File: config.mk
export PLATFORM = sky130hd
export DESIGN_NAME = crc16_frame_check_generate_unit
export DESIGN_NICKNAME = d
export VERILOG_FILES = /design/src/rtl/crc16fcg_pkg.sv /design/src/rtl/crc16_frame_check_generate_unit.sv /design/src/rtl/crc16fcg_byte_update.sv /design/src/rtl/crc16fcg_frame_core.sv
export VERILOG_INCLUDE_DIRS = /design/src /design/src/rtl
export SDC_FILE = /design/constraint.sdc
export NUM_CORES = 1
export LEC_CHECK = 0
export ABC_AREA = 1
export BUFFER_PORTS_ARGS = -buffer_cell sky130_fd_sc_hd__buf_2
export CAP_MARGIN = 40
export CORE_MARGIN = 4
export CORE_UTILIZATION = 50
export DETAILED_ROUTE_END_ITERATION = 12
export GPL_TIMING_DRIVEN = 0
export PLACE_DENSITY_LB_ADDON = 0.08
export REMOVE_ABC_BUFFERS = 1
export SETUP_SLACK_MARGIN = 0.05
export SYNTH_ARGS = -nofsm -noshare
export SYNTH_HDL_FRONTEND = slang
export SYNTH_HIERARCHICAL = 1
export SYNTH_SLANG_ARGS = --single-unit
export TNS_END_PERCENT = 10
File: constraint.sdc
create_clock -name clock -period 4 [get_ports clock]
set_input_delay 0.2 -clock clock [delete_from_list [all_inputs] [get_ports clock]]
set_output_delay 0.2 -clock clock [all_outputs]
set_load 0.05 [all_outputs]
File: src/rtl/assert_macros.svh
// assertion macros shared by the crc16 frame check rtl
// no dependencies
`ifndef ASSERT_MACROS_SVH
`define ASSERT_MACROS_SVH

// expression holds at every clock edge outside reset
`define ASSERT_ALWAYS(label, clk, rst, expr) \
   label: assert property (@(posedge clk) disable iff (rst) (expr)) \
      else $error("assertion failed");

// consequent holds in the cycle after the antecedent
`define ASSERT_NEXT(label, clk, rst, ante, cons) \
   label: assert property (@(posedge clk) disable iff (rst) (ante) |=> (cons)) \
      else $error("assertion failed");

`endif

File: src/rtl/crc16fcg_pkg.sv
// package for the crc16 frame check and generate unit
// shared types and crc constants, no dependencies
`default_nettype none

package crc16fcg_pkg;

   localparam logic [15:0] KERMIT_POLY = 16'h8408;
   localparam logic [15:0] KERMIT_INIT = 16'h0000;
   localparam logic [15:0] MODBUS_POLY = 16'hA001;
   localparam logic [15:0] MODBUS_INIT = 16'hFFFF;

   localparam logic VARIANT_KERMIT = 1'b0;
   localparam logic VARIANT_MODBUS = 1'b1;
   localparam logic MODE_VERIFY    = 1'b0;
   localparam logic MODE_GENERATE  = 1'b1;

   localparam logic [0:0] REG_CRC_VARIANT    = 1'b0;
   localparam logic [0:0] REG_OPERATION_MODE = 1'b1;

   localparam logic [1:0] FILL_FULL = 2'd2;

   typedef struct packed {
      logic crc_variant;
      logic operation_mode;
   } cfg_type;

   typedef struct packed {
      logic        short_frame;
      logic        crc_match;
      logic [15:0] received_crc;
      logic [15:0] crc_value;
   } result_type;

endpackage

`default_nettype wire

File: src/rtl/crc16_frame_check_generate_unit.sv
// top level of the crc16 frame check and generate unit
// depends on crc16fcg_pkg and crc16fcg_frame_core
// The unit takes one frame byte per cycle on the req stream while no final byte
// waits (tlast marks the final byte) and runs a reflected CRC-16, KERMIT or
// MODBUS per csr register 0, either verifying the two trailing CRC bytes or
// generating over the whole frame per csr register 1. Each byte passes an input
// register and then an eight-bit CRC update into the frame state, so the
// sustained rate is one byte per clock; the final byte of a frame also loads
// the rsp register after the input register, which then shows the frame result.
// A pending result does not block the next bytes of a new frame; only a second
// final byte waits while the previous result is not yet taken. Write the csr
// registers only while no frame is in flight.
`default_nettype none

module crc16_frame_check_generate_unit
   import crc16fcg_pkg::*;
(
   input  wire logic        clock,
   input  wire logic        reset,
   input  wire logic        req_tvalid,
   output logic             req_tready,
   input  wire logic [7:0]  req_tdata,   // data_byte[7:0]
   input  wire logic        req_tlast,   // last_byte
   output logic             rsp_tvalid,
   input  wire logic        rsp_tready,
   output logic      [31:0] rsp_tdata,   // crc_value[15:0], received_crc[31:16]
   output logic      [1:0]  rsp_tuser,   // crc_match[0], short_frame[1]
   input  wire logic        csr_we,
   input  wire logic [0:0]  csr_index,
   input  wire logic [0:0]  csr_wdata
);

   cfg_type     cfg_ff;
   logic        in_valid_ff, in_valid_in;
   logic [7:0]  in_data_ff;
   logic        in_last_ff;
   logic        rsp_valid_ff, rsp_valid_in;
   result_type  rsp_data_ff;
   result_type  result;
   logic        step;

   assign step       = in_valid_ff && (!in_last_ff || !rsp_valid_ff || rsp_tready);
   assign req_tready = !in_valid_ff || step;

   always_comb begin
      priority if (req_tvalid && req_tready) begin
         in_valid_in = 1'b1;
      end else if (step) begin
         in_valid_in = 1'b0;
      end else begin
         in_valid_in = in_valid_ff;
      end
      priority if (step && in_last_ff) begin
         rsp_valid_in = 1'b1;
      end else if (rsp_tready) begin
         rsp_valid_in = 1'b0;
      end else begin
         rsp_valid_in = rsp_valid_ff;
      end
   end

   crc16fcg_frame_core u_core (
      .clock     (clock),
      .reset     (reset),
      .step      (step),
      .data_byte (in_data_ff),
      .last_byte (in_last_ff),
      .cfg       (cfg_ff),
      .result    (result)
   );

   always_ff @(posedge clock) begin
      if (reset) begin
         cfg_ff       <= '0;
         in_valid_ff  <= 1'b0;
         rsp_valid_ff <= 1'b0;
      end else begin
         in_valid_ff  <= in_valid_in;
         rsp_valid_ff <= rsp_valid_in;
         if (csr_we) begin
            unique case (csr_index)
               REG_CRC_VARIANT:    cfg_ff.crc_variant    <= csr_wdata[0];
               REG_OPERATION_MODE: cfg_ff.operation_mode <= csr_wdata[0];
               default: ;
            endcase
         end
      end
   end

   always_ff @(posedge clock) begin
      if (req_tvalid && req_tready) begin
         in_data_ff <= req_tdata;
         in_last_ff <= req_tlast;
      end
      if (step && in_last_ff) begin
         rsp_data_ff <= result;
      end
   end

   assign rsp_tvalid = rsp_valid_ff;
   assign rsp_tdata  = {rsp_data_ff.received_crc, rsp_data_ff.crc_value};
   assign rsp_tuser  = {rsp_data_ff.short_frame, rsp_data_ff.crc_match};

endmodule

`default_nettype wire

File: src/rtl/crc16fcg_byte_update.sv
// eight-bit reflected crc-16 update, one byte per call
// depends on crc16fcg_pkg
`default_nettype none

module crc16fcg_byte_update
   import crc16fcg_pkg::*;
(
   input  wire logic [15:0] crc_in,
   input  wire logic [7:0]  data,
   input  wire logic        crc_variant,
   output logic      [15:0] crc_out
);

   always_comb begin
      logic [15:0] poly;
      logic [15:0] crc;
      poly = (crc_variant == VARIANT_MODBUS) ? MODBUS_POLY : KERMIT_POLY;
      crc  = crc_in ^ {8'h00, data};
      for (int k = 0; k < 8; k++) begin
         if (crc[0]) begin
            crc = (crc >> 1) ^ poly;
         end else begin
            crc = crc >> 1;
         end
      end
      crc_out = crc;
   end

endmodule

`default_nettype wire

File: src/rtl/crc16fcg_frame_core.sv
// frame state: running crc, two-byte delay line and result assembly
// depends on crc16fcg_pkg, crc16fcg_byte_update, assert_macros.svh
`default_nettype none
`include "assert_macros.svh"

module crc16fcg_frame_core
   import crc16fcg_pkg::*;
(
   input  wire logic       clock,
   input  wire logic       reset,
   input  wire logic       step,
   input  wire logic [7:0] data_byte,
   input  wire logic       last_byte,
   input  wire cfg_type    cfg,
   output result_type      result
);

   logic [15:0] running_crc_ff, running_crc_in;
   logic [7:0]  held_older_ff, held_older_in;
   logic [7:0]  held_newer_ff, held_newer_in;
   logic [1:0]  fill_count_ff, fill_count_in;
   logic        frame_start_ff, frame_start_in;

   logic [15:0] init_value;
   logic [15:0] crc_base;
   logic [1:0]  fill_base;
   logic [7:0]  upd_data;
   logic [15:0] upd_crc;
   logic [15:0] rx_crc;

   assign init_value = (cfg.crc_variant == VARIANT_MODBUS) ? MODBUS_INIT : KERMIT_INIT;
   assign crc_base   = frame_start_ff ? init_value : running_crc_ff;
   assign fill_base  = frame_start_ff ? 2'd0 : fill_count_ff;
   assign upd_data   = (cfg.operation_mode == MODE_GENERATE) ? data_byte : held_older_ff;

   crc16fcg_byte_update u_update (
      .crc_in      (crc_base),
      .data        (upd_data),
      .crc_variant (cfg.crc_variant),
      .crc_out     (upd_crc)
   );

   always_comb begin
      held_older_in = held_older_ff;
      held_newer_in = held_newer_ff;
      if (cfg.operation_mode == MODE_GENERATE) begin
         running_crc_in = upd_crc;
         fill_count_in  = 2'd0;
      end else begin
         running_crc_in = (fill_base == FILL_FULL) ? upd_crc : crc_base;
         held_older_in  = held_newer_ff;
         held_newer_in  = data_byte;
         fill_count_in  = (fill_base == FILL_FULL) ? FILL_FULL : fill_base + 2'd1;
      end
      frame_start_in = last_byte;
   end

   assign rx_crc = (cfg.crc_variant == VARIANT_MODBUS) ? {held_older_in, held_newer_in}
                                                       : {held_newer_in, held_older_in};

   always_comb begin
      result.crc_value    = running_crc_in;
      result.received_crc = 16'h0000;
      result.crc_match    = 1'b0;
      result.short_frame  = 1'b0;
      if (cfg.operation_mode == MODE_VERIFY) begin
         if (fill_count_in != FILL_FULL) begin
            result.short_frame = 1'b1;
         end else begin
            result.received_crc = rx_crc;
            result.crc_match    = (rx_crc == running_crc_in);
         end
      end
   end

   always_ff @(posedge clock) begin
      if (reset) begin
         running_crc_ff <= KERMIT_INIT;
         held_older_ff  <= 8'h00;
         held_newer_ff  <= 8'h00;
         fill_count_ff  <= 2'd0;
         frame_start_ff <= 1'b1;
      end else if (step) begin
         running_crc_ff <= running_crc_in;
         held_older_ff  <= held_older_in;
         held_newer_ff  <= held_newer_in;
         fill_count_ff  <= fill_count_in;
         frame_start_ff <= frame_start_in;
      end
   end

   `ASSERT_ALWAYS(a_fill_bounded, clock, reset, fill_count_ff != 2'd3)
   `ASSERT_NEXT(a_last_opens_frame, clock, reset, step && last_byte, frame_start_ff)
   `ASSERT_NEXT(a_generate_clears_fill, clock, reset,
                step && (cfg.operation_mode == MODE_GENERATE), fill_count_ff == 2'd0)

endmodule

`default_nettype wire

==> Word level (Yosys, flattened, before mapping) <==
Cells that the tools add are included.
{ "totals": {"register_bits": 82, "in_bits": 16, "out_inout_bits": 36} }
{ "classes": {"n_addsub": 1, "n_eq_ne": 3, "n_mux": 25, "bitwise_logic": 10, "n_reduce_logical": 14} }
{ "op_table": {"columns": ["cell", "n"], "rows": [
  ["$mux 16", 13],
  ["$xor 15x16->16", 8],
  ["$mux 8", 3],
  ["$eq 16x16->1", 1],
  ["$xor 16x8->16", 1],
  ["$mux 14", 1],
  ["$mux 2", 3],
  ["$mux 1", 5],
  ["$reduce_and 2->1", 2],
  ["$reduce_bool 2->1", 2],
  ["$logic_and 1x1->1", 3],
  ["$logic_not 1->1", 3],
  ["$logic_or 1x1->1", 3],
  ["$add 2x1->2 const B", 1],
  ["$eq 2x2->1 const B", 1],
  ["$ne 2x2->1 const B", 1],
  ["$reduce_or 2->1", 1],
  ["$not 1->1", 1]
]} }

==> Longest topological paths before layout <==
{ "logic_depth": {"word_depth": 22, "depth_mapped": 30, "ltp_nobuf": 28} }

==> Modules after synthesis <==
The synthesis kept the hierarchy.
{ "by_module_without_submodules": {"columns": ["mod", "n_inst", "cells_per_inst", "area_each_um2"], "rows": [
  ["crc16fcg_frame_core", 1, 556, 2927.8],
  ["crc16_frame_check_generate_unit", 1, 72, 1488.9],
  ["crc16fcg_byte_update", 1, 148, 959.7]
]} }

==> Worst setup path before layout <==
No wires, ideal clock.
{ "synth_timing": {"path_type": "reg2reg", "start": "register cfg_ff[0] in the netlist's numbering", "end": "register rsp_data_ff (netlist bit rsp_tuser[0]) (data pin)", "t_arrival_ps": 3001, "t_required_ps": 3749, "slack_ps": 749, "stages_incl_launch_ff": 28, "n_path_buf": 3, "period_less_slack_ps": 3251, "path_cell_list": "dfxtp_1 buf_4 buf_4 clkbuf_1 nand2_1 o21ai_0 nand2_1 nand2_1 clkinv_1 nand3_2 nand3_4 nand2_4 nand2_4 nand3_2 nand3_4 nand2_4 nand2_4 nand3_1 nand2_1 or2_2 nand2_1 nand2_1 nand2_1 nor2_1 nand2_1 nor2_1 nand2_1 nor2_1"} }
{ "synth_rtl": {"columns": ["element", "line_no", "rtl"], "rows": [
  ["from (decl)", "crc16_frame_check_generate_unit.sv:33", "cfg_type cfg_ff;"],
  ["$mux 8 (*)", "crc16fcg_frame_core.sv:34", "assign upd_data = (cfg.operation_mode == MODE_GENERATE) ? data_byte : held_older_ff;"],
  ["net u_core.upd_data[2]", "crc16fcg_frame_core.sv:27", "logic [7:0] upd_data;"],
  ["$xor 16x8->16 (*)", "crc16fcg_byte_update.sv:18", "crc = crc_in ^ {8'h00, data};"],
  ["$xor 15x16->16", "crc16fcg_byte_update.sv:21", "crc = (crc >> 1) ^ poly;"],
  ["$mux 16 (*)", "crc16fcg_byte_update.sv:20", "if (crc[0]) begin"],
  ["$xor 15x16->16", "crc16fcg_byte_update.sv:21", null],
  ["$mux 16 (*) (2 in series)", "crc16fcg_byte_update.sv:20", null],
  ["$xor 15x16->16", "crc16fcg_byte_update.sv:21", null],
  ["[... 3 more ...]", null, null],
  ["$xor 15x16->16", "crc16fcg_byte_update.sv:21", null],
  ["$mux 16 (*) (2 in series)", "crc16fcg_byte_update.sv:20", null],
  ["$xor 15x16->16 / $mux 16 (equally long branches)", "crc16fcg_byte_update.sv:21, crc16fcg_byte_update.sv:20", null],
  ["$mux 16 (*)", "crc16fcg_byte_update.sv:20", null],
  ["net u_core.upd_crc[14]", "crc16fcg_frame_core.sv:28", "logic [15:0] upd_crc;"],
  ["$mux 16", "crc16fcg_frame_core.sv:50", "running_crc_in = (fill_base == FILL_FULL) ? upd_crc : crc_base;"],
  ["$mux 16 (*)", "crc16fcg_frame_core.sv:46", "if (cfg.operation_mode == MODE_GENERATE) begin"],
  ["$eq 16x16->1 (*)", "crc16fcg_frame_core.sv:71", "result.crc_match = (rx_crc == running_crc_in);"],
  ["to (signal assigned)", "crc16_frame_check_generate_unit.sv:96", "rsp_data_ff <= result;"],
  ["to (decl)", "crc16_frame_check_generate_unit.sv:38", "result_type rsp_data_ff;"]
]} }
Mark *: on every way through the listed nets, which the timed path passes. The rest lies on a longest branch.
A chain may end at the register's enable or synchronous reset.

==> Final worst setup path <==
{ "layout_timing": {"start": "register, netlist name cfg_ff[1]", "end": "register rsp_data_ff (netlist bit rsp_tuser[0]) (data pin)"} }
{ "layout_rtl": {"columns": ["element", "line_no", "rtl"], "rows": [
  ["$mux 16 (*)", "crc16fcg_frame_core.sv:31", "assign init_value = (cfg.crc_variant == VARIANT_MODBUS) ? MODBUS_INIT : KERMIT_INIT;"],
  ["$mux 16 (*)", "crc16fcg_frame_core.sv:32", "assign crc_base = frame_start_ff ? init_value : running_crc_ff;"],
  ["net u_core.crc_base[2]", "crc16fcg_frame_core.sv:25", "logic [15:0] crc_base;"],
  ["$xor 16x8->16 (*)", "crc16fcg_byte_update.sv:18", null],
  ["$xor 15x16->16", "crc16fcg_byte_update.sv:21", null],
  ["$mux 16 (*)", "crc16fcg_byte_update.sv:20", null],
  ["$xor 15x16->16", "crc16fcg_byte_update.sv:21", null],
  ["$mux 16 (*) (2 in series)", "crc16fcg_byte_update.sv:20", null],
  ["[... 4 more ...]", null, null],
  ["$xor 15x16->16", "crc16fcg_byte_update.sv:21", null],
  ["$mux 16 (*) (2 in series)", "crc16fcg_byte_update.sv:20", null],
  ["$xor 15x16->16 / $mux 16 (equally long branches)", "crc16fcg_byte_update.sv:21, crc16fcg_byte_update.sv:20", null],
  ["$mux 16 (*)", "crc16fcg_byte_update.sv:20", null],
  ["net u_core.upd_crc[14]", "crc16fcg_frame_core.sv:28", null],
  ["$mux 16", "crc16fcg_frame_core.sv:50", null],
  ["$mux 16 (*)", "crc16fcg_frame_core.sv:46", null],
  ["$eq 16x16->1 (*)", "crc16fcg_frame_core.sv:71", null]
]} }
Marks and branches as above.

==> impl_metrics.yaml <==
clock_tree:
  clkTransAtPathRegs_ns: 0.09
  cts_buffer_depth: 2
  cts_buffers: 9
  cts_tree: "built"
  clk_latency_ns: 0.37
  root_buffer: "clkbuf_8"
  cts_max_level: 3
  cts.sinks: 82
setup_path:
  cpMostUsedCell: "nand2_1"
  start_kind: "register"
  reg2reg_slack_ns: 0.49
  arrival_ns: 3.73
  rr_endpoint: "rsp_tuser[0]"
  end_kind: "register"
  max_stage_delay_ns: 0.39
  critPathMaxFanout: 25
  reg2regPathDepth: 26
  cp_slowest_cell: "dfxtp_4"
  r2r-start: "cfg_ff[1]"
  critPathKind: "reg -> reg"
  required_ns: 4.21
min_path:
  whs_path_depth: 1
  min_from: "req_tdata[6]"
  hp-class: "in -> reg"
  min_to: "in_data_ff[6]"
routing:
  vias_per_cell: 5.17
  routed_wl_microns: 14100
  antenna_left: 0
  firstDrtPassIters: 5
  vias: 4971
  wl_per_cell_microns: 14.7
  drc: 0
  drtIter0Drc: 340
place:
  dp_hpwl_microns: 10100
  io_buffers: 51
  dp_cells: 935
  gp_congestion: 0.870
  pre_cts_ws_ns: -0.793
timing:
  drv_slew: 0
  fin_crit_sh_pct: 87.8
  hold_viol_final: 0
  worst_pin_slew_ns: 0.717
  skew_ns: 0.0149
  period_needed_ns: 3.51
  finalSetupViolCount: 0
  max_slew_margin_pct: 52.2
  max_clock_freq_ghz: 0.285
  fin_ws_ns: 0.488
  rsz0062_at_grt: "no"
status:
  status: "finished, final reports clean"
finish:
  drive_above_1_share_pct: 16.4
  mostFrequentLayoutCell: "nand2_1"
  stdcell_count: 961
  nets: 838
  most-common-layout-cells: "278 x nand2_1, 116 x inv_1, 54 x nand3_1, 51 x buf_2, 46 x o21ai_0"
  diodes: 0
  syn_to_final_growth_pct: 13.5
floorplanning:
  start_util_pct: 51.6
  dieArea_sq_mm: 0.0125
  die_h_microns: 112
  core_area_sq_mm: 0.0104
  rows: 37
  io_pins: 52
  die_w_microns: 112
yosys:
  synth-seq-area-share_pct: 38.5
  synthesis.area_sq_mm: 0.00538
  synth_cell_types: 39
  synth_cells: 776
  yosysWarnings: 6
  ys_ff_latch: 82
  syn_avg_cell_area_sq_um: 6.93
global_route:
  grtUsageTotal_pct: 22.9
  grt_antenna_before_repair: 0
  grt_first_pass_wirelength_microns: 23000
  grt_overflow: 0
  grt_max_degree: 31
  grt_pass1_vias: 4700
power:
  p_leak_nw: 3.13
  max-vdd-ir-drop_mv: 0.224
  power_density_mw_per_mm2: 421
job:
  cap_violations: 0
-- worst max-delay path by stage --
stage          startpoint      endpoint  slack (ns)  depth (start not counted)
2_1_floorplan   cfg_ff[1]  rsp_tuser[0]       -0.07                         28
3_3_place_gp    cfg_ff[1]  rsp_tuser[0]       -1.50                         27
3_5_place_dp    cfg_ff[1]  rsp_tuser[0]       -0.79                         27
4_1_cts         cfg_ff[1]  rsp_tuser[0]        0.15                         27
5_1_grt         cfg_ff[0]  rsp_tuser[0]        0.09                         20
6_report        cfg_ff[1]  rsp_tuser[0]        0.49                         26
-- worst max-delay path, delay by kind of cell, from the launching register on --
kind            cells  cell delay, ns
simple gates       21            2.27
buf+inv             4            0.47
flops               1            0.39
compound gates      1            0.21
-- through the flow --
step | cell area [sq um] | util (%) | power, mW | hold slack (ns) | TNS (ns)
6_report | 6100 | 58.6 | 2.57 | 0.0145 | 0
5_1_grt | 6100 | 58.6 | 2.72 | 0.000946 | 0
4_1_cts | 6050 | 58.1 | 2.57 | 0.00128 | 0
3_5_place_dp | 5740 | 55.1 | 1.87 | 0.378 | -3.66
3_3_place_gp | 5630 | 54.1 | 1.84 | 0.378 | -30.69
2_1_floorplan | 5210 | - | 1.65 | 0.262 | -0.0694
-- layout make-up --
cell class	count	area [sq um]
inverters	126	483
repair buffers	66	455
clock buffers	10	138
flip-flops and latches	82	2080
clock inverters	6	86.3
well taps	136	170
fillers	1012	4320
multi-input cells	535	2690
-- Yosys cell counts (all sizes together) --
| cell | n | area (sq um) |
|---|---|---|
| clkinv | 3 | 11.3 |
| nor2 | 36 | 138 |
| a21oi | 30 | 154 |
| nand3b | 2 | 31.3 |
| o21ai | 56 | 284 |
| o211ai | 9 | 67.6 |
| nand4 | 1 | 12.5 |
| and2 | 1 | 6.26 |
| xnor2 | 9 | 86.3 |
| o22ai | 1 | 6.26 |
| or2 | 12 | 75.1 |
| clkbuf | 11 | 41.3 |
| a31oi | 3 | 18.8 |
| buf | 22 | 128 |
| xor2 | 11 | 119 |
| dfxtp | 39 | 781 |
| nand3 | 70 | 475 |
| ha | 2 | 25.0 |
| edfxtp | 43 | 1290 |
| inv | 123 | 464 |
| nand2 | 292 | 1160 |
-- repair_timing --
item                                    4_1_cts  5_1_grt
hold endpoints to repair                      6        1
buffers inserted                              1        2
gates resized for setup                       4        6
hold buffers                                  6        1
endpoints found under the setup margin       16        1
-- registers in the layout (all words and copies together) (netlist names) --
register / flops
rsp_tuser: 2
in_last_ff: 1
in_data_ff: 8
in_valid_ff: 1
u_core/frame_start_ff: 1
rsp_tvalid: 1
rsp_tdata: 32
u_core/held_newer_ff: 8
u_core/running_crc_ff: 16
u_core/held_older_ff: 8
cfg_ff: 2
u_core/fill_count_ff: 2
-- power breakdown --
group	internal [mW]	leakage, nW	switching (mW)	total (mW)
combinational	0.289	2.31	0.627	0.916
clock	0.370	0.115	0.324	0.694
sequential	0.935	0.710	0.0246	0.960
total	1.59	3.13	0.975	2.57
-- kinds of logic (layout without fill, tap and decap cells) --
family	after synthesis	in the layout	share of synthesized area [%]
and+or+nand+nor	414	414	35.3
buffers and inverters	159	208	12.0
AOI/OAI and AO/OA	99	99	9.87
DFF	82	82	38.5
xor gates and xnor gates	20	20	3.82
adders and majority gates	2	2	0.465
-- per-layer routing --
layer | vias to the layer above | wire length [microns] | global-route usage [%]
met4 | 0 | 385 | 9.49
met5 | - | 0 | 0
li1 | 2511 | - | -
met2 | 151 | 6750 | 38.6
met3 | 25 | 815 | 3.86
met1 | 2284 | 6160 | 29.1
No activity file was read; power rests on OpenSTA's default activity.
